===== src/hdl/cbe_round.sv =====
`default_nettype none

// Output stage: rounds the point and the tripled derivative to nearest with
// ties upward, and flags a derivative that is exactly zero before rounding.
module cbe_round #(
    parameter int C = 16,
    parameter int F = 16
) (
    input  wire                               clk,
    input  wire                               en,
    input  wire logic signed [C+3*F-1:0]      pnum_x,
    input  wire logic signed [C+3*F-1:0]      pnum_y,
    input  wire logic signed [C+2*F:0]        dnum_x,
    input  wire logic signed [C+2*F:0]        dnum_y,
    output logic signed [C-1:0]               point_x,
    output logic signed [C-1:0]               point_y,
    output logic signed [C+2:0]               deriv_x,
    output logic signed [C+2:0]               deriv_y,
    output logic                              deriv_zero
);

    localparam int PW  = C + 3 * F;
    localparam int DNW = C + 2 * F + 1;
    localparam int TW  = DNW + 2;

    localparam logic [PW-1:0] P_HALF = {{C{1'b0}}, 1'b1, {(3*F-1){1'b0}}};
    localparam logic [TW-1:0] D_HALF = {{(C+3){1'b0}}, 1'b1, {(2*F-1){1'b0}}};

    logic [PW-1:0] px_sum, py_sum;
    logic [TW-1:0] dx_ext, dy_ext, dx_sum, dy_sum;

    logic signed [C-1:0]   point_x_reg, point_y_reg;
    logic signed [C+2:0]   deriv_x_reg, deriv_y_reg;
    logic                  zero_reg;

    assign px_sum = pnum_x + P_HALF;
    assign py_sum = pnum_y + P_HALF;

    assign dx_ext = {{2{dnum_x[DNW-1]}}, dnum_x};
    assign dy_ext = {{2{dnum_y[DNW-1]}}, dnum_y};
    assign dx_sum = dx_ext + {dx_ext[TW-2:0], 1'b0} + D_HALF;
    assign dy_sum = dy_ext + {dy_ext[TW-2:0], 1'b0} + D_HALF;

    always_ff @(posedge clk)
    begin
        if (en)
        begin
            point_x_reg <= px_sum[PW-1:3*F];
            point_y_reg <= py_sum[PW-1:3*F];
            deriv_x_reg <= dx_sum[TW-1:2*F];
            deriv_y_reg <= dy_sum[TW-1:2*F];
            zero_reg    <= (dnum_x == '0) && (dnum_y == '0);
        end
    end

    assign point_x    = point_x_reg;
    assign point_y    = point_y_reg;
    assign deriv_x    = deriv_x_reg;
    assign deriv_y    = deriv_y_reg;
    assign deriv_zero = zero_reg;

endmodule

`default_nettype wire


===== config.mk =====
export PLATFORM = sky130hd
export DESIGN_NAME = cbe_round
export DESIGN_NICKNAME = d
export VERILOG_FILES = /design/src/hdl/cbe_round.sv
export SDC_FILE = /design/constraint.sdc
export NUM_CORES = 1
export LEC_CHECK = 0
export BUFFER_PORTS_ARGS = -buffer_cell sky130_fd_sc_hd__buf_2
export CAP_MARGIN = 20
export CORE_MARGIN = 1
export CORE_UTILIZATION = 40
export CTS_CLUSTER_SIZE = 10
export DETAILED_ROUTE_END_ITERATION = 10
export MAX_ROUTING_LAYER = met4
export PLACE_DENSITY_LB_ADDON = 0.08
export SLEW_MARGIN = 40
export SYNTH_ARGS = -nofsm -noshare
export SYNTH_HDL_FRONTEND = slang
export SYNTH_SLANG_ARGS = --single-unit

===== constraint.sdc =====
create_clock -name clk -period 3.9 [get_ports clk]
set_input_delay 0.195 -clock clk [delete_from_list [all_inputs] [get_ports clk]]
set_output_delay 0.195 -clock clk [all_outputs]
set_load 0.1 [all_outputs]

After elaboration in Yosys (flattened, before gate mapping)
Index checks and enable logic that the tools add are counted.
{"block": "totals", "regBits": 71, "elab_cells": 14}
{"block": "op_classes", "addsub": 6, "n_reduce_logical": 3}
{"cell": "64-bit by 48-bit adder with 64-bit output (second input constant)", "n": 2}
{"cell": "49-bit by 50-bit adder with 51-bit output", "n": 2}
{"cell": "51-bit by 32-bit adder with 51-bit output (second input constant)", "n": 2}
{"cell": "49-bit zero test", "n": 2}
{"cell": "1-bit logical AND", "n": 1}

Depth between registers and ports, before layout
{"block": "depth", "word_depth": 2, "mapped_depth": 13, "depth_no_buf": 13}

Least setup slack after synthesis
No wires, ideal clock.
{"block": "synth_timing", "kind": "input port to flip-flop", "from": "in dnum_y[10]", "to": "reg deriv_y_reg[17], in the netlist deriv_y[17] (data pin)", "setup_time_ps": 264, "t_arrival_ps": 2567, "path_slack_ps": 1069, "cell_stages": 12, "path_buffers": 0, "path_cell_list": "inv_1 ha_1 ha_1 a21o_1 a311oi_1 o41a_1 o22ai_1 nor3_4 o21ai_4 a2111oi_4 nor3_1 o41a_1"}
{"block": "synth_via", "elab_chain_len": 2}
{"item": "start, declared", "line": "14", "source": "input wire logic signed [C+2*F:0] dnum_y,"}
{"item": "49-bit by 50-bit adder with 51-bit output", "line": "42", "source": "assign dy_sum = dy_ext + {dy_ext[TW-2:0], 1'b0} + D_HALF;"}
{"item": "51-bit by 32-bit adder with 51-bit output", "line": "42"}
{"item": "via dy_sum[49]", "line": "30", "source": "logic [TW-1:0] dx_ext, dy_ext, dx_sum, dy_sum;"}
{"item": "end signal, assigned", "line": "51", "source": "deriv_y_reg <= dy_sum[TW-1:2*F];"}
{"item": "end, declared", "line": "33", "source": "logic signed [C+2:0] deriv_x_reg, deriv_y_reg;"}
The timed path passes the listed nets, and every way through them passes these cells.
A chain may end at the register's enable or synchronous reset.

Worst setup path in the final report
{"block": "layout_timing", "from": "in dnum_x[24]", "to": "reg deriv_x_reg[16], in the netlist deriv_x[16] (data pin)"}
{"block": "layout_via", "elab_chain_len": 2}
{"item": "start, declared", "line": "13", "source": "input wire logic signed [C+2*F:0] dnum_x,"}
{"item": "49-bit by 50-bit adder with 51-bit output", "line": "41", "source": "assign dx_sum = dx_ext + {dx_ext[TW-2:0], 1'b0} + D_HALF;"}
{"item": "51-bit by 32-bit adder with 51-bit output", "line": "41"}
{"item": "via dx_sum[48]", "line": "30"}
{"item": "end signal, assigned", "line": "50", "source": "deriv_x_reg <= dx_sum[TW-1:2*F];"}
{"item": "end, declared", "line": "33"}
The timed path passes the listed nets, and every way through them passes these cells.

==> run summary <==
maximum root-to-sink buffer count = 2
antenna violations before repair = 2
buffers added on ports = 204
CTS H-tree depth = 3
Avg WL per Cell = 13.7 um
core area = 0.0205 mm2
TritonCTS clock tree = built
fin nets = 1558
final count of hold timing violations = 0
relative area change from synthesis to final layout = 19.7%
fraction of registers with async set/reset = 0
TritonCTS buffer count = 9
drt via density = 5.07
Critical Path End = deriv_x[16]
top-level I/O count = 299
post-synthesis cell count = 880
via count of the first global-routing pass = 6567
netlist area before placement = 0.00849 mm2
clk sink count = 71
critical path launch point type = input port
least setup slack across all paths after layout = 0.936 ns
worst path required time = 3.97 ns
cell depth of the worst setup path = 12
number of storage elements in the synthesis netlist = 71
effective utilization at floorplan = 0.414
setup slack at placement = 0.588 ns
Core Rows = 52
standard cell with the maximum stage delay on the critical path = o41ai_1
most used flip-flop cell after synthesis = edfxtp_1
Overall Power = 3.70 mW
final antenna-violating net count = 0
first-pass detailed-route iteration total = 5
max-capacitance violation count = 0
Worst Path Buf+Inv = 2
final worst path period need = 2.96 ns
total negative setup slack = 0 ns
category of cells accounting for the largest share of critical-path delay = simple AND/OR/NAND/NOR gates
buffer count from post-CTS setup fixing = 0
share of final-layout standard cells stronger than drive strength 1 = 0.219
setup repair after global routing missed its margin = no
HP Class = input port to flop
cells along the critical path = buf_2 > inv_1 > ha_1 > ha_1 > nand4_1 > or3_4 > o41ai_1 > nor2_1 > a21oi_2 > and3_4 > nor2_1 > xnor2_1
die height = 148 um
maximum number of pins on one net before global-route repair = 41
sequential fraction of the synthesis area = 0.251
arrival time at the worst endpoint = 3.03 ns
root buffer cell = clkbuf_16
power per unit of standard cell area = 364 mW/mm2
Routed WL = 18800 um
half-perimeter wire length after placement = 16500 um
detailed-route via count = 6963
Layout Utilization = 0.496
leak pwr = 5.28 nW
wire length of the first global-routing pass = 30700 um
outcome = finished, final reports clean
Hold Buf Count CTS = 0
Detailed Route Iter0 Violations = 236
final-report setup violation count = 0
largest incremental delay on the critical path = 0.56 ns
maximum ir drop on the vdd rail = 0.000207 V
number of distinct standard cells referenced by the synthesized netlist = 63
depth of the worst hold-timing path = 2
number of enable-type register cells in the synthesized netlist = 71
CP Class = input port to flop
sort of element at the end of the critical path = flop
chip width = 148 um
average cell area after synthesis = 9.65 um2
top fanout value on the critical path = 5
number of slew-limit violations in the final report = 0
GRT Resource Usage Total = 0.179
f_max = 337 MHz
count of yosys warnings during synthesis = 0
Final Cycle Share = 0.760
DR DRC count = 0
Worst Setup SP = dnum_x[24]
GPL Wtd Cong = 0.831
Syn Nets = 1342
Resize count post-CTS = 0
global-route congestion overflow total = 0
Die Outline Area = 0.0218 mm2
clock transition time at the flip-flop clock pins of the worst setup and hold paths = 0.06 ns
Worst Max-Slew Pin Slew = 0.543 ns
remaining max-slew budget at the tightest pin = 0.633
per-layer routing:
metal,GRT usage,part of all wire
met5,-,0
met1,0.239,0.49
met4,0.0325,0.0039
met3,0.0275,0.056
met2,0.288,0.45
metrics by stage:
stage | area [um2] | std cells | hold slack, ns
detailed placement | 9860 | 1355 | 0.505
CTS | 10200 | 1371 | 0.155
global route | 10200 | 1373 | 0.170
floorplan | 8490 | 880 | 0.307
finish | 10200 | 1373 | 0.169
global placement | 9860 | 1355 | 0.508
cells in the final DEF (no fill, tap or decap), types with 2 or more instances in the layout:
cell type	count
nand3_1	36
o31a_1	2
o41a_1	2
o21ai_1	2
buf_2	203
clkbuf_16	9
o21ai_0	23
nand2b_1	9
o41ai_2	2
xnor2_1	39
nor2_1	44
clkinvlp_4	2
buf_4	3
nand4_1	26
nor3_1	15
o21bai_1	7
and4_1	4
diode_2	2
and3_1	12
nand4b_1	2
nand2_1	37
o211ai_1	7
a211oi_1	9
a21oi_1	64
edfxtp_1	71
a211o_1	2
o2111ai_1	2
nor4_1	3
o221ai_1	2
ha_1	234
a311oi_1	2
a21o_1	35
a31oi_1	6
o21a_1	9
nor2b_1	8
inv_1	109
xor2_1	23
inv_6	2
a41oi_1	2
final cells by class:
cell class / instances / area [um2]
Multi-Input combinational cell: 699 / 5950
Clock buffer: 10 / 229
Inverter: 109 / 409
Timing Repair Buffer: 206 / 1040
Antenna cell: 2 / 5.00
Sequential cell: 71 / 2130
Tap cell: 270 / 338
Clock inverter: 6 / 67.6
Fill cell: 2040 / 10300
power by group:
group	internal, mW	switching [mW]
sequential	0.985	0.0248
clock	0.499	0.319
combinational	0.499	1.38
how the worst min path moves through the flow:
| stage | slack [ns] | startpoint | end |
|---|---|---|---|
| floorplan | 0.31 | en | deriv_x[0] |
| global placement | 0.51 | pnum_y[60] | point_y[12] |
| detailed placement | 0.50 | pnum_y[58] | point_y[10] |
| CTS | 0.15 | pnum_y[51] | point_y[3] |
| global route | 0.17 | pnum_y[51] | point_y[3] |
| finish | 0.17 | pnum_y[51] | point_y[3] |
kinds of logic after synthesis:
family / synth area share
XOR/XNOR: 0.0640
flip-flops: 0.251
adder cells (fa/ha/maj): 0.345
buffers and inverters: 0.0486
AND/OR/NAND/NOR: 0.133
AO/OA/AOI/OAI: 0.158
synthesized netlist by cell type, types with 2 or more instances:
cell / instances / area, um2
nand4b_1: 2 / 17.5
nor2_1: 44 / 165
o41a_1: 2 / 22.5
o31a_1: 2 / 17.5
o2111ai_1: 2 / 17.5
nor3_1: 15 / 75.1
edfxtp_1: 71 / 2130
a211oi_1: 9 / 67.6
a21o_1: 35 / 263
inv_1: 109 / 409
nand2b_1: 9 / 56.3
o41ai_2: 2 / 32.5
nand4_1: 26 / 163
a31oi_1: 6 / 37.5
o221ai_1: 2 / 17.5
xor2_1: 23 / 201
and4_1: 4 / 35.0
a21oi_1: 64 / 320
o21a_1: 9 / 67.6
ha_1: 234 / 2930
and3_1: 12 / 75.1
nand2_1: 37 / 139
xnor2_1: 39 / 342
a211o_1: 2 / 17.5
o211ai_1: 7 / 52.6
o21ai_0: 23 / 115
o21ai_1: 2 / 10.0
nand3_1: 36 / 180
o21bai_1: 7 / 52.6
a41oi_1: 2 / 17.5
nor4_1: 3 / 18.8
nor2b_1: 8 / 50.1
a311oi_1: 2 / 17.5
Power figures use the tool's default switching activity.
