<file path="config.mk">
export PLATFORM = sky130hd
export DESIGN_NAME = cbe_pipe_ctrl
export DESIGN_NICKNAME = d
export VERILOG_FILES = /design/src/hdl/cbe_pkg.sv /design/src/hdl/cbe_pipe_ctrl.sv
export SDC_FILE = /design/constraint.sdc
export NUM_CORES = 1
export LEC_CHECK = 0
export BUFFER_PORTS_ARGS = -buffer_cell sky130_fd_sc_hd__buf_2
export CAP_MARGIN = 20
export CORE_MARGIN = 2
export CORE_UTILIZATION = 40
export CTS_CLUSTER_SIZE = 25
export DETAILED_ROUTE_END_ITERATION = 10
export SETUP_SLACK_MARGIN = 0.4
export SYNTH_ARGS = -nofsm -noshare
export SYNTH_HDL_FRONTEND = slang
export SYNTH_SLANG_ARGS = --single-unit
</file>
<file path="constraint.sdc">
create_clock -name clk -period 1.4 [get_ports clk]
set_input_delay 0.14 -clock clk [delete_from_list [all_inputs] [get_ports clk]]
set_output_delay 0.14 -clock clk [all_outputs]
set_load 0.05 [all_outputs]
</file>
<file path="src/hdl/cbe_pkg.sv">
`default_nettype none

package cbe_pkg;

    // Configuration port geometry: eight 32-bit registers at byte addresses 4*i.
    localparam int DATA_W    = 32;
    localparam int ADDR_W    = 5;
    localparam int IDX_LSB   = 2;

    // Two axes, four control points per axis.
    localparam int NUM_AXES  = 2;
    localparam int NUM_CTRL  = 4;

    // Pipeline layout: one input stage, three cells of three stages each,
    // one output stage.
    localparam int CELL_STAGES = 3;
    localparam int NUM_LEVELS  = 3;
    localparam int NUM_STAGES  = 2 + CELL_STAGES * NUM_LEVELS;
    localparam int OUT_STAGE   = NUM_STAGES - 1;

    typedef enum logic [2:0] {
        REG_CTRL0_X = 3'd0,
        REG_CTRL0_Y = 3'd1,
        REG_CTRL1_X = 3'd2,
        REG_CTRL1_Y = 3'd3,
        REG_CTRL2_X = 3'd4,
        REG_CTRL2_Y = 3'd5,
        REG_CTRL3_X = 3'd6,
        REG_CTRL3_Y = 3'd7
    } reg_idx_t;

    // Load enables for the three register stages inside one cell.
    typedef struct packed {
        logic s1;
        logic s2;
        logic s3;
    } cell_en_t;

    // Index of the first pipeline stage of a de Casteljau level (1 to 3).
    function automatic int level_base(input int level);
        return 1 + CELL_STAGES * (level - 1);
    endfunction

endpackage

`default_nettype wire

</file>
<file path="src/hdl/cbe_pipe_ctrl.sv">
`default_nettype none

// Valid bits for every pipeline stage. A stage may load when it is empty or
// when everything after it can move, so bubbles close up under a stall.
module cbe_pipe_ctrl (
    input  wire                             clk,
    input  wire                             rst_n,
    input  wire                             in_valid,
    input  wire                             out_ready,
    output logic                            in_ready,
    output logic                            out_valid,
    output logic [cbe_pkg::NUM_STAGES-1:0]  stage_en
);

    localparam int NS = cbe_pkg::NUM_STAGES;

    logic [NS-1:0] valid_reg, valid_next;
    logic [NS-1:0] ready;
    logic [NS-1:0] prev_valid;

    genvar j;
    generate
        for (j = 0; j < NS; j++)
        begin : g_ready
            assign ready[j] = out_ready | ~(&valid_reg[NS-1:j]);
        end
    endgenerate

    assign prev_valid = {valid_reg[NS-2:0], in_valid};
    assign stage_en   = ready & prev_valid;

    always_comb
    begin
        for (int i = 0; i < NS; i++)
        begin
            valid_next[i] = ready[i] ? prev_valid[i] : valid_reg[i];
        end
    end

    always_ff @(posedge clk or negedge rst_n)
    begin
        if (!rst_n)
        begin
            valid_reg <= '0;
        end
        else
        begin
            valid_reg <= valid_next;
        end
    end

    assign in_ready  = ready[0];
    assign out_valid = valid_reg[NS-1];

endmodule

`default_nettype wire

</file>
After elaboration in Yosys (flattened, before gate mapping)

Cells that the tools add are included.

Register bits: 11
Input port bits: 4
Output and inout bits: 13
Word-level logic and storage cells: 44

Bitwise gates (word level): 23
Reduce and logical (&&, ||, !) cells: 10

Operators by type and width:

| kind               | count |
|---|---|
| $and A11 B11 Y11   | 1 |
| $not A1 Y1         | 11 |
| $or A1 B1 Y1       | 11 |
| $reduce_and A11 Y1 | 1 |
| $reduce_and A10 Y1 | 1 |
| $reduce_and A9 Y1  | 1 |
| $reduce_and A8 Y1  | 1 |
| $reduce_and A7 Y1  | 1 |
| $reduce_and A6 Y1  | 1 |
| $reduce_and A5 Y1  | 1 |
| $reduce_and A4 Y1  | 1 |
| $reduce_and A3 Y1  | 1 |
| $reduce_and A2 Y1  | 1 |

Depth between registers and ports, before layout

Depth after elaboration: 4
Mapped depth: 3
Mapped depth without buffers: 2

Worst setup path before layout

Ideal clock, no wire load.

Path type: flip-flop to output port
Start point: register valid_reg[10]
End point: output port stage_en[3] (netlist name)
Arrival time: 1.940 ns
Data required time: 1.260 ns
Setup slack: -0.680 ns
Cell stages (with the launch flop): 4
Buffers on the path: 1
Cells stage by stage: dfrtp_1 and4b_1 buf_4 a31oi_1

Longest elaborated chain between the ends: 4

Ends and longest elaborated chain:

| item                   | line                | source |
|---|---|---|
| from (decl)            | cbe_pipe_ctrl.sv:17 | `logic [NS-1:0] valid_reg, valid_next;` |
| from (signal assigned) | cbe_pipe_ctrl.sv:48 | `valid_reg <= valid_next;` |
| $reduce_and A8 Y1      | cbe_pipe_ctrl.sv:25 | `assign ready[j] = out_ready \| ~(&valid_reg[NS-1:j]);` |
| $not A1 Y1             | cbe_pipe_ctrl.sv:25 |  |
| $or A1 B1 Y1           | cbe_pipe_ctrl.sv:25 |  |
| $and A11 B11 Y11       | cbe_pipe_ctrl.sv:30 | `assign stage_en = ready & prev_valid;` |
| to (decl)              | cbe_pipe_ctrl.sv:12 | `output logic [cbe_pkg::NUM_STAGES-1:0] stage_en` |

No other way between the ends.

Final worst setup path

Start point: register valid_reg[10]
End point: output port stage_en[1] (netlist name)

Longest elaborated chain between the ends: 4

Ends and longest elaborated chain:

| item               | line |
|---|---|
| $reduce_and A10 Y1 | cbe_pipe_ctrl.sv:25 |
| $not A1 Y1         | cbe_pipe_ctrl.sv:25 |
| $or A1 B1 Y1       | cbe_pipe_ctrl.sv:25 |
| $and A11 B11 Y11   | cbe_pipe_ctrl.sv:30 |

No other way between the ends.

==> flow_metrics.py <==
metrics = {
    "grt": {
        "grt_pass1_wl_um": 2677,
        "grt_pass1_vias": 606,
        "antenna_found_initial": 0,
        "grt_max_degree": 12,
        "grt_overflow_total": 0,
        "grt_usage_pct": 20.15,
    },
    "detailed_routing": {
        "drc": 0,
        "postRouteAntennaNets": 0,
        "num_vias": 563,
        "drt-total-wl_um": 1517,
        "wl_met2_um": 812,
        "met3_length_um": 61,
        "routedWlPerCell_um": 14.45,
        "m1WireLength_um": 617,
        "vias_per_cell": 5.362,
        "drt-pass1-iter-count": 4,
        "highest_layer": "met4",
        "first_iter_violations": 14,
    },
    "timing": {
        "finalSetupViolCount": 9,
        "fin_hold_ws_ns": 0.07485,
        "fin_ws_ns": -0.1778,
        "rsz0062_at_grt": "true",
        "tightest_slew_ns": 0.2475,
        "slew_headroom_pct": 83.50,
        "fin_tns_setup_ns": -1.201,
        "finalCriticalPeriod_ns": 1.578,
        "period_share_pct": 112.7,
        "hold_viol_final": 0,
        "max_freq_mhz": 633.8,
        "fin_skew_ns": 0.001348,
        "final_max_slew_viol_count": 0,
    },
    "power": {
        "total_power_mw": 1.732,
        "powerDensity_mw_per_mm2": 1584,
        "p_leak_nw": 0.5185,
        "irDropWorstVdd_v": 0.001433,
    },
    "floorplanning": {
        "die-area_mm2": 0.001717,
        "rows": 13,
        "start_util_pct": 43.08,
        "die_w_um": 41.44,
        "num_io_pins": 17,
        "dieHeight_um": 41.44,
        "coreArea_mm2": 0.001301,
    },
    "yosys": {
        "netlist_area_um2": 560.5,
        "synth-seq-cells": 11,
        "syn_avg_cell_area_um2": 10.58,
        "yosysTopAreaCellShare_pct": 49.11,
        "yosysWarnings": 0,
        "synth-async-reset-ratio_pct": 100.0,
        "synth_area_leader_cell": "dfrtp_1",
        "synth_nets": 57,
        "synth-seq-area-share_pct": 49.11,
        "synth_cells": 53,
        "ys.flop_type": "dfrtp_1",
        "synth_cell_types": 26,
        "synth_edf_count": 0,
        "synth_area_leaders": "dfrtp_1, inv_1, nand3b_4",
    },
    "critical_path": {
        "crit_path_cell_trace": "and4b_1, buf_12, a31oi_4, buf_6",
        "end_kind": "output port",
        "critPathKind": "reg -> out",
        "crit_path_top_delay_cell": "dfrtp_2",
        "start_kind": "flip-flop",
        "rr_startpoint": "valid_reg[10]",
        "worstPathArrival_ns": 1.44,
        "slowest_delay_ns": 0.44,
        "startpoint": "valid_reg[10]",
        "cp_max_fo": 10,
        "worstRegToRegCells": 4,
        "required_ns": 1.26,
    },
    "clocking": {
        "clkLatencyLatePin_ns": 0.27,
        "ctsRootBufferMaster": "clkbuf_4",
        "cts_tree": "done",
        "cts.htree.levels": 1,
        "numClockSinks": 11,
        "clock_path_buffers": 2,
        "path_clk_slew_ns": 0.07,
        "cts_made_buffers": 3,
    },
    "layout": {
        "diodes": 0,
        "area_growth_syn_to_layout_pct": 95.09,
        "drive_gt1_share_pct": 68.89,
        "final_util_pct": 84.04,
        "postLayoutCellArea_mm2": 0.001094,
        "fin_cells": 105,
        "fillers": 73,
        "fin_nets": 95,
        "ff_latch_area_um2": 276.5,
        "largest_reg_flops": 11,
        "multi_input_area_um2": 400.4,
    },
    "placement": {
        "place_area_um2": 823.3,
        "port_buffers": 16,
        "dp.cells": 89,
        "place.gp.congestion": 0.7129,
        "dp_hpwl_um": 894.2,
        "pre_cts_ws_ns": -0.02845,
    },
    "hold_path": {
        "hp-start": "in_valid",
        "hold_path.class": "in -> reg",
        "min_path_cells": 2,
    },
    "job": {
        "drv_cap": 0,
    },
    "status": {
        "violations": "setup timing",
        "status": "finished with violations",
    },
}
per-layer routing:
layer  global-route usage [%]  vias up
met5                        0        -
met4                    10.97        0
met3                    2.609        4
met2                    34.06       17
met1                    24.65      274
li1                         -      268
synthesized netlist by cell type, types with 2 or more instances:
cell type / n
o31a_1: 2
o31ai_1: 2
or2b_1: 2
inv_1: 7
and2_1: 2
a31o_2: 2
and4_1: 2
a31oi_1: 3
nand2_1: 3
dfrtp_1: 11
nand3_1: 2
timing repair:
| item | in CTS | in global routing |
|---|---|---|
| buffers inserted | 9 | 2 |
| hold buffers | 1 | 0 |
| resized for setup | 40 | 8 |
| pin swaps | 2 | 1 |
| cloned | 0 | 0 |
| endpoints found under the setup margin | 19 | 22 |
| hold endpoints to repair | 11 | 0 |
power by group:
| group | internal [mW] | switching [mW] | total (mW) |
|---|---|---|---|
| clock network | 0.110 | 0.111 | 0.221 |
| logic | 0.510 | 0.577 | 1.09 |
| registers | 0.367 | 0.0567 | 0.424 |
| total | 0.987 | 0.745 | 1.73 |
worst max-delay path: cells and delay by family (launching register included):
| family | cells | cell delay, ns |
|---|---|---|
| AO/OA/AOI/OAI | 1 | 0.17 |
| buffers and inverters | 2 | 0.33 |
| flip-flops | 1 | 0.44 |
| AND/OR/NAND/NOR | 1 | 0.23 |
final timing paths:
path	endpoint	slack (ns)
worst max register to register	valid_reg[4]	0.15
max in group asynchronous	valid_reg[10]	0.92
worst min register to register	valid_reg[1]	0.53
min in group asynchronous	valid_reg[9]	0.26
worst min-delay path	valid_reg[0]	0.07
worst max-delay path	stage_en[1]	-0.18
placed cells by master (no fill, tap or decap), types with 2 or more instances in the layout:
cell type / count
buf_8: 5
a31o_2: 2
nand3_2: 2
buf_2: 4
clkbuf_4: 3
inv_1: 6
or2b_1: 2
and2_4: 2
o31a_4: 2
buf_4: 14
a31oi_4: 3
buf_6: 10
dfrtp_1: 10
and4_4: 2
layout make-up:
class / count / share of cell area [%]
Clock buffer: 4 / 2.403
Inverter: 7 / 2.632
Multi-Input combinational cell: 33 / 36.61
Sequential cell: 11 / 25.29
Tap cell: 15 / 1.716
Timing Repair Buffer: 35 / 31.35
logic make-up after synthesis:
group | Yosys count | share of synthesized area, %
simple gates | 17 | 21.65
compound gates | 16 | 22.32
flops | 11 | 49.11
buf+inv | 9 | 6.920
No activity file was read; power rests on OpenSTA's default activity.
