--- config.mk ---
export PLATFORM = sky130hd
export DESIGN_NAME = cbe_lerp_cell
export DESIGN_NICKNAME = d
export VERILOG_FILES = /design/src/hdl/cbe_pkg.sv /design/src/hdl/cbe_lerp_cell.sv
export SDC_FILE = /design/constraint.sdc
export NUM_CORES = 1
export LEC_CHECK = 0
export CAP_MARGIN = 20
export CORE_UTILIZATION = 55
export CTS_CLUSTER_SIZE = 25
export DETAILED_ROUTE_END_ITERATION = 10
export DONT_BUFFER_PORTS = 1
export PLACE_DENSITY = 0.73
export SLEW_MARGIN = 20
export SYNTH_ARGS = -nofsm -noshare
export SYNTH_HDL_FRONTEND = slang
export SYNTH_SLANG_ARGS = --single-unit
--- constraint.sdc ---
create_clock -name clk -period 5.48 [get_ports clk]
set_clock_uncertainty 0.05 [all_clocks]
set_input_delay 0.548 -clock clk [delete_from_list [all_inputs] [get_ports clk]]
set_output_delay 0.548 -clock clk [all_outputs]
set_load 0.02 [all_outputs]
--- src/hdl/cbe_pkg.sv ---
`default_nettype none

package cbe_pkg;

    // Configuration port geometry: eight 32-bit registers at byte addresses 4*i.
    localparam int DATA_W    = 32;
    localparam int ADDR_W    = 5;
    localparam int IDX_LSB   = 2;

    // Two axes, four control points per axis.
    localparam int NUM_AXES  = 2;
    localparam int NUM_CTRL  = 4;

    // Pipeline layout: one input stage, three cells of three stages each,
    // one output stage.
    localparam int CELL_STAGES = 3;
    localparam int NUM_LEVELS  = 3;
    localparam int NUM_STAGES  = 2 + CELL_STAGES * NUM_LEVELS;
    localparam int OUT_STAGE   = NUM_STAGES - 1;

    typedef enum logic [2:0] {
        REG_CTRL0_X = 3'd0,
        REG_CTRL0_Y = 3'd1,
        REG_CTRL1_X = 3'd2,
        REG_CTRL1_Y = 3'd3,
        REG_CTRL2_X = 3'd4,
        REG_CTRL2_Y = 3'd5,
        REG_CTRL3_X = 3'd6,
        REG_CTRL3_Y = 3'd7
    } reg_idx_t;

    // Load enables for the three register stages inside one cell.
    typedef struct packed {
        logic s1;
        logic s2;
        logic s3;
    } cell_en_t;

    // Index of the first pipeline stage of a de Casteljau level (1 to 3).
    function automatic int level_base(input int level);
        return 1 + CELL_STAGES * (level - 1);
    endfunction

endpackage

`default_nettype wire

--- src/hdl/cbe_lerp_cell.sv ---
`default_nettype none

// One de Casteljau step: out = a * (2^F - t) + b * t, computed exactly as
// a * 2^F + (b - a) * t. The result is known to fit OUT_W bits, so all sums
// are taken modulo 2^OUT_W.
module cbe_lerp_cell #(
    parameter int IN_W = 16,
    parameter int F    = 16
) (
    input  wire                        clk,
    input  wire cbe_pkg::cell_en_t     en,
    input  wire logic signed [IN_W-1:0] a_in,
    input  wire logic signed [IN_W-1:0] b_in,
    input  wire logic [F:0]             t_in,
    output logic signed [IN_W+F-1:0]    val_out,
    output logic signed [IN_W:0]        diff_out,
    output logic [F:0]                  t_out
);

    localparam int DW    = IN_W + 1;
    localparam int H     = (DW + 1) / 2;
    localparam int HW    = DW - H;
    localparam int PLW   = H + F + 1;
    localparam int PHW   = HW + F + 2;
    localparam int SW    = DW + F + 2;
    localparam int OUT_W = IN_W + F;

    logic signed [IN_W-1:0] a1_reg, a2_reg;
    logic signed [DW-1:0]   d1_reg, d2_reg, d3_reg;
    logic [F:0]             t1_reg, t2_reg, t3_reg;
    logic [PLW-1:0]         pl_reg;
    logic signed [PHW-1:0]  ph_reg;
    logic signed [OUT_W-1:0] val_reg;

    logic [SW-1:0] a_ext;
    logic [SW-1:0] pl_ext;
    logic [SW-1:0] ph_sh;
    logic [SW-1:0] sum;

    // Stage 1: difference of the two neighbors.
    always_ff @(posedge clk)
    begin
        if (en.s1)
        begin
            a1_reg <= a_in;
            d1_reg <= $signed({b_in[IN_W-1], b_in}) - $signed({a_in[IN_W-1], a_in});
            t1_reg <= t_in;
        end
    end

    // Stage 2: the difference times t, split in two partial products.
    always_ff @(posedge clk)
    begin
        if (en.s2)
        begin
            a2_reg <= a1_reg;
            d2_reg <= d1_reg;
            t2_reg <= t1_reg;
            pl_reg <= d1_reg[H-1:0] * t1_reg;
            ph_reg <= $signed(d1_reg[DW-1:H]) * $signed({1'b0, t1_reg});
        end
    end

    // Stage 3: combine the partial products with the scaled left neighbor.
    assign a_ext  = {{(SW-IN_W-F){a2_reg[IN_W-1]}}, a2_reg, {F{1'b0}}};
    assign pl_ext = {{(SW-PLW){1'b0}}, pl_reg};
    assign ph_sh  = {ph_reg, {H{1'b0}}};
    assign sum    = a_ext + ph_sh + pl_ext;

    always_ff @(posedge clk)
    begin
        if (en.s3)
        begin
            val_reg <= sum[OUT_W-1:0];
            d3_reg  <= d2_reg;
            t3_reg  <= t2_reg;
        end
    end

    assign val_out  = val_reg;
    assign diff_out = d3_reg;
    assign t_out    = t3_reg;

endmodule

`default_nettype wire

; Yosys cells after proc, flatten, opt, wreduce, memory -nomap -nowiden
; Index checks and enable logic that the tools add are counted.
; Widths: inputs -> output; s select.
[classes]
add_sub_neg = 3
multipliers = 2
[ops]
columns = op, n
row1 = $add 32x26->32, 1
row2 = $add 32x32->32, 1
row3 = $mul 9x17->26, 1
row4 = $mul 8x18->23, 1
row5 = $sub 16x16->17, 1
[word_totals]
register_bits = 215
input_bits = 53
output_inout_bits = 66
wordCells = 16

; Longest topological paths before layout
; Gate-level depths: netlist of the first run.
[depth]
ltp_word = 2
mapped_depth = 20
depth_no_buf = 18

; Least setup slack after synthesis of the first run
; OpenSTA, ideal clock, no wires.
[synth_timing]
path_type = reg2reg
startpoint = register d1_reg[2]
endpoint = register pl_reg[24] (data pin)
setup_ns = 0.260
t_arrival_ns = 4.769
t_required_ns = 5.170
slack_ns = 0.401
path_stages_with_launch = 19
path_buffers = 2
period_less_slack_ns = 5.079
cell_sequence = edfxtp_1 clkbuf_1 clkbuf_1 nand2_1 fa_1 inv_1 fa_1 inv_1 fa_1 fa_1 inv_1 ha_1 o21a_1 o31a_1 o211a_1 nand4b_1 a221o_1 a221oi_2 xnor2_1
[synth_between]
elab_chain_len = 1
[synth_lines]
columns = item, line_no
row1 = "start, declared", cbe_lerp_cell.sv:29  ; logic signed [DW-1:0] d1_reg, d2_reg, d3_reg;
row2 = "start signal, assigned", cbe_lerp_cell.sv:46  ; d1_reg <= $signed({b_in[IN_W-1], b_in}) - $signed({a_in[IN_W-1], a_in});
row3 = $mul 9x17->26, cbe_lerp_cell.sv:59  ; pl_reg <= d1_reg[H-1:0] * t1_reg;
row4 = "end signal, assigned", cbe_lerp_cell.sv:59
row5 = "end, declared", cbe_lerp_cell.sv:31  ; logic [PLW-1:0] pl_reg;
; No other way between the ends.
; A chain may end at the register's enable or synchronous reset.

; Worst setup path in the final report of the first run
[layout_timing]
startpoint = register d1_reg[1]
endpoint = register pl_reg[17] (data pin)
; Same word-level chain as after synthesis.

==> results.sh, run 1 <==
export IMPL_num_rows=65
export IMPL_max_slew_margin_pct=50.6
export IMPL_synth_top_area_share_pct=36.3
export IMPL_avgSynthCellArea_um2=11.3
export IMPL_drcViolationCount=0
export IMPL_die_x_um=182
export IMPL_hold_viol=0
export IMPL_synthFlopType="edfxtp_1"
export IMPL_synth_commonest_cells="inv_1 (289), edfxtp_1 (215), fa_1 (209)"
export IMPL_synth_top_area_cell="edfxtp_1"
export IMPL_pin_count=119
export IMPL_clk_pin_slew_worst_paths_ps=70
export IMPL_synth_distinct_cells=57
export IMPL_die_area_um2=33000
export IMPL_grt_antenna_before_repair=0
export IMPL_worstPathCellList="buf_6 > nand2_1 > fa_1 > inv_1 > fa_1 > fa_1 > inv_1 > fa_1 > inv_1 > ha_1 > nand3_1 > o22ai_1 > a311o_1 > and3_1 > a21oi_1 > xnor2_1"
export IMPL_largest_reg_flops=32
export IMPL_finalSetupViolations=0
export IMPL_cp_top_family="adder cells"
export IMPL_critical_path_endpoint_type="flip-flop"
export IMPL_drtIter0Drc=653
export IMPL_syn_nets=1981
export IMPL_first_global_vias=11556
export IMPL_numCtsBuffers=25
export IMPL_post_dp_cell_area_um2=18400
export IMPL_critPathLaunchType="flip-flop"
export IMPL_nets=2022
export IMPL_required_ps=5680
export IMPL_synth_edf_count=215
export IMPL_fin_crit_sh_pct=96.3
export IMPL_max_freq_ghz=0.190
export IMPL_clk_path_buf_depth=3
export IMPL_cts_tree="built"
export IMPL_viasPerCell=5.51
export IMPL_yosysSeqAreaShare_pct=36.3
export IMPL_critPathMaxStageDelay_ps=570
export IMPL_outcome="completed"
export IMPL_min_period_ps=5280
export IMPL_synth_area_um2=17800
export IMPL_critPathMostFrequentCell="fa_1"
export IMPL_routabilityCongestion=0.860
export IMPL_ys_warn_count=0
export IMPL_grt_ovfl_total=0
export IMPL_syn2layout_area_growth_pct=8.91
export IMPL_synthCells=1575
export IMPL_cap_violations=0
export IMPL_yosysMostFrequentCell="inv_1"
export IMPL_htree_levels=1
export IMPL_root_buffer="clkbuf_16"
export IMPL_portBuffers=0
export IMPL_critPathMaxFanout=10
export IMPL_grt_pass1_wl_um=60100
export IMPL_postCtsHoldBufs=0
export IMPL_fillers=2521
export IMPL_drive_above_1_share_pct=6.36
export IMPL_antenna_left=0
export IMPL_ys_top_cells_by_area="edfxtp_1 (36%), fa_1 (24%), ha_1 (10%), and2_1 (6.9%), inv_1 (6.1%)"
export IMPL_stdcell_area_um2=19400
export IMPL_grt_use_total_pct=23.5
export IMPL_slew_viol_final=0
export IMPL_die_y_um=182
export IMPL_path_class="flip-flop to flip-flop"
export IMPL_firstDrtPassIters=5
export IMPL_cts_sinks=215
export IMPL_diodes=0
export IMPL_wl_per_cell_um=18.5
export IMPL_dp_hpwl_um=28200
export IMPL_drt_wl_total_um=37600
export IMPL_initial_utilization_pct=56.2
export IMPL_crit_buf_inv=4
export IMPL_via_count=11210
export IMPL_yosys_register_bits=215
export IMPL_grt_max_degree=100
export IMPL_worstMarginPinSlew_ps=741
export IMPL_clkLatencyLatePin_ps=540
export IMPL_synth_async_reset_ratio_pct=0
export IMPL_core_area_um2=31600
export IMPL_arrival_ps=5480
export IMPL_hold_worst_slack_ps=49.9
export IMPL_critPathSlowestCell="edfxtp_1"
export IMPL_holdCritPathClass="input port to flip-flop"
==> worst paths after layout <==
check             startpoint     endpoint  slack, ps  cells after the start
hold reg to reg    d2_reg[2]  diff_out[2]        360                      0
hold / removal      t_in[15]   t1_reg[15]         50                      0
setup reg to reg   d1_reg[1]   pl_reg[17]        200                     16
setup / recovery   d1_reg[1]   pl_reg[17]        200                     16
==> routing by layer <==
| layer | vias to the layer above | wire [um] | part of all wire (%) | track usage [%] |
|---|---|---|---|---|
| met4 | 0 | 992 | 2.6 | 6.81 |
| met5 | - | 0 | 0 | 0 |
| met2 | 279 | 19100 | 51 | 41.4 |
| met3 | 59 | 1960 | 5.2 | 3.89 |
| li1 | 5201 | - | - | - |
| met1 | 5671 | 15600 | 41 | 29.8 |
==> cell usage in the layout, fill, tap and decap left out, types with 3 or more instances in the layout <==
cell,instances
inv_1,289
edfxtp_1,215
fa_1,209
and2_1,196
ha_1,144
nand2_1,104
nor2_1,54
a21oi_1,52
buf_4,50
xnor2_1,45
a21o_1,29
o21ai_0,26
clkbuf_16,25
xor2_1,24
nand2b_1,13
nor2b_1,11
o21a_1,11
nor3_1,11
nand3_1,10
o21bai_1,7
nand4_1,7
o211ai_1,6
a31oi_1,6
or3_1,6
clkinv_1,6
a211oi_1,5
clkinvlp_4,5
clkinv_2,5
o2111ai_1,4
nor4_1,4
buf_12,4
and4_1,3
and3_1,3
clkinv_4,3
==> worst register-to-register path: stages, from the launching register on <==
cell      delay (ps)
edfxtp_1         570
buf_6            210
nand2_1           90
fa_1             530
inv_1             60
fa_1             480
fa_1             490
inv_1             50
fa_1             530
inv_1             40
ha_1             330
nand3_1          100
o22ai_1          340
a311o_1          320
and3_1           240
a21oi_1          110
xnor2_1          470
==> area by class of cell <==
cell class              instances  area (um^2)  share of cell area (%)
inverters                     289         1080                    5.60
clock inverters                19          111                   0.575
clock buffers                  26          629                    3.25
flip-flops and latches        215         6460                    33.4
repair buffers                 56          478                    2.47
multi-input cells            1029        10100                    52.1
well taps                     402          503                    2.60
==> logic make-up after synthesis <==
logic type / count (synthesis) / synth area share (%)
AND/OR/NAND/NOR: 432 / 13.0
adder cells (fa/ha/maj): 353 / 33.7
buffers and inverters: 331 / 6.99
flip-flops: 215 / 36.3
AO/OA/AOI/OAI: 172 / 6.46
XOR/XNOR: 69 / 3.40
multiplexers: 3 / 0.176
==> metrics by stage <==
step | utilization [%] | TNS (ps) | instances | setup slack [ps]
floorplan | - | 0 | 1575 | 401
global placement | 58.0 | 0 | 1966 | 184
detailed placement | 58.0 | 0 | 1966 | 83.9
CTS | 60.3 | 0 | 2011 | 7.42
global route | 61.2 | -12.7 | 2036 | -12.7
finish | 61.2 | 0 | 2036 | 203
==> timing repair <==
action / in CTS / in global routing
setup endpoints to repair: 0 / 8
buffers inserted: 0 / 25
gates resized for setup: 0 / 5
Power of run 1 is not shown: default switching activity piles up to over one toggle a cycle in this logic, so the estimate is an artifact.
==> run 2, diff against run 1 <==
--- a/config.mk
+++ b/config.mk
@@ -10,6 +10,7 @@
 export CTS_CLUSTER_SIZE = 25
 export DETAILED_ROUTE_END_ITERATION = 10
 export DONT_BUFFER_PORTS = 1
+export GPL_TIMING_DRIVEN = 0
 export PLACE_DENSITY = 0.73
 export SLEW_MARGIN = 20
 export SYNTH_ARGS = -nofsm -noshare
==> run 2 against run 1 <==
- final area rose by 1.8%
- hold slack lost 6.8 ps
- non-clock buffer count rose by 40
- largest cell class unchanged
- utilization grew 1.1 points
- critical path type unchanged
==> results.sh, run 2 (synthesized netlist as in run 1, its figures left out) <==
export IMPL_outcome="completed"
export IMPL_critical_path_endpoint_type="flip-flop"
export IMPL_critPathMostFrequentCell="fa_1"
export IMPL_drive_above_1_share_pct=8.60
export IMPL_via_count=11508
export IMPL_critPathMaxFanout=8
export IMPL_firstDrtPassIters=5
export IMPL_initial_utilization_pct=56.2
export IMPL_path_class="flip-flop to flip-flop"
export IMPL_final_cell_mix="inv_1 (289), edfxtp_1 (215), fa_1 (209), and2_1 (196), ha_1 (142)"
export IMPL_syn2layout_area_growth_pct=10.9
export IMPL_postCtsHoldBufs=0
export IMPL_largest_reg_flops=32
export IMPL_die_area_um2=33000
export IMPL_rsz0062_at_grt="yes"
export IMPL_htree_levels=1
export IMPL_critPathSlowestCell="fa_1"
export IMPL_required_ps=5710
export IMPL_drtIter0Drc=662
export IMPL_r2r_start="d1_reg[5]"
export IMPL_arrival_ps=5610
export IMPL_first_global_vias=11771
export IMPL_antenna_left=0
export IMPL_pin_count=119
export IMPL_die_y_um=182
export IMPL_clkLatencyLatePin_ps=550
export IMPL_grt_antenna_before_repair=1
export IMPL_worstPathCellList="buf_6 > and2_1 > fa_1 > fa_1 > inv_1 > fa_1 > fa_1 > inv_1 > ha_2 > o21a_1 > o31a_1 > o211a_1 > nand4b_1 > a221o_1 > a221oi_2 > xnor2_2"
export IMPL_crit_buf_inv=3
export IMPL_clk_path_buf_depth=3
export IMPL_worstMarginPinSlew_ps=667
export IMPL_crit_start="d1_reg[5]"
export IMPL_grt_max_degree=100
export IMPL_critPathLaunchType="flip-flop"
export IMPL_clk_pin_slew_worst_paths_ps=60
export IMPL_final_cells=2077
export IMPL_portBuffers=0
export IMPL_finalSetupViolations=0
export IMPL_critPathMaxStageDelay_ps=560
export IMPL_holdCritPathClass="input port to flip-flop"
export IMPL_routabilityCongestion=0.896
export IMPL_fin_crit_sh_pct=98.2
export IMPL_final_setup_worst_slack_ps=99.1
export IMPL_wl_per_cell_um=18.9
export IMPL_place_ws_ps=-675
export IMPL_drcViolationCount=0
export IMPL_worstHoldStart="a_in[4]"
export IMPL_drt_wl_total_um=39200
export IMPL_viasPerCell=5.54
export IMPL_num_rows=65
export IMPL_diodes=0
export IMPL_dp_hpwl_um=28900
export IMPL_layout_commonest_cell="inv_1"
export IMPL_hold_viol=0
export IMPL_root_buffer="clkbuf_16"
export IMPL_cts_tree="built"
export IMPL_grt_pass1_wl_um=62400
export IMPL_fillers=2458
export IMPL_die_x_um=182
export IMPL_max_slew_margin_pct=55.2
export IMPL_max_freq_ghz=0.186
export IMPL_core_area_um2=31600
export IMPL_slew_viol_final=0
export IMPL_nets=2062
export IMPL_min_period_ps=5380
export IMPL_grt_ovfl_total=0
export IMPL_placed_cells=1977
export IMPL_seq_area_um2=6460
export IMPL_grt_use_total_pct=24.5
export IMPL_cap_violations=0
export IMPL_multiInputGateArea_um2=10100
export IMPL_cts_sinks=215
export IMPL_numCtsBuffers=25
export IMPL_cp_top_family="adder cells"
## run 2: changes by cell type in the layout (fill, tap and decap cells not counted), moves of 3 or more
cell and change:
clkbuf_1 +9, clkinvlp_4 -5, bufinv_16 +3, buf_12 -4, buf_6 +3, buf_4 +14, clkbuf_4 +4, clkinv_2 -4
clkbuf_2 +15
## run 2: final timing paths
check | endpoint | slack (ps) | depth (start not counted)
min reg2reg | a2_reg[15] | 370 | 0
min | a1_reg[4] | 40 | 0
max reg2reg | pl_reg[24] | 100 | 16
max | pl_reg[24] | 100 | 16
## run 2: per-layer routing
metal	track usage [%]	part of all wire (%)	vias to the layer above
li1	-	-	5297
met1	32.4	41	5752
met2	40.8	49	377
met3	3.61	6.4	82
met4	10.2	4.3	0
met5	0	0	-
## run 2: worst reg2reg max path: cells and delay by family, from the launching register on
family | cells | cell delay, ps
compound gates | 5 | 1360
fa+ha+maj | 5 | 2350
simple gates | 2 | 410
xor+xnor | 1 | 130
buf+inv | 3 | 310
flops | 1 | 520
## run 2: layout make-up
type	count	area share, %
Clock buffer	31	3.29
Multi-Input combinational cell	1029	51.5
Inverter	289	5.51
Clock inverter	15	0.876
Timing Repair Buffer	59	2.27
Buffer	37	1.27
Sequential cell	215	32.8
Tap cell	402	2.55
## run 2: per-stage QoR
stage | util [%] | hold WS (ps) | setup TNS, ps | area (um^2)
2_1_floorplan | - | 350 | 0 | 17800
3_3_place_gp | 57.8 | 350 | -4970 | 18300
3_5_place_dp | 57.8 | 355 | -6540 | 18300
4_1_cts | 61.1 | 22.8 | 0 | 19300
5_1_grt | 62.3 | 17.7 | -10.8 | 19700
6_report | 62.3 | 43.1 | 0 | 19700
## run 2: repair_timing
item / 4_1_cts / 5_1_grt
pin swaps: 0 / 6
resized for setup: 41 / 55
buffers inserted: 21 / 38
hold endpoints to repair: 0 / 0
setup endpoints to repair: 19 / 11
Power of run 2 is left out for the same reason.
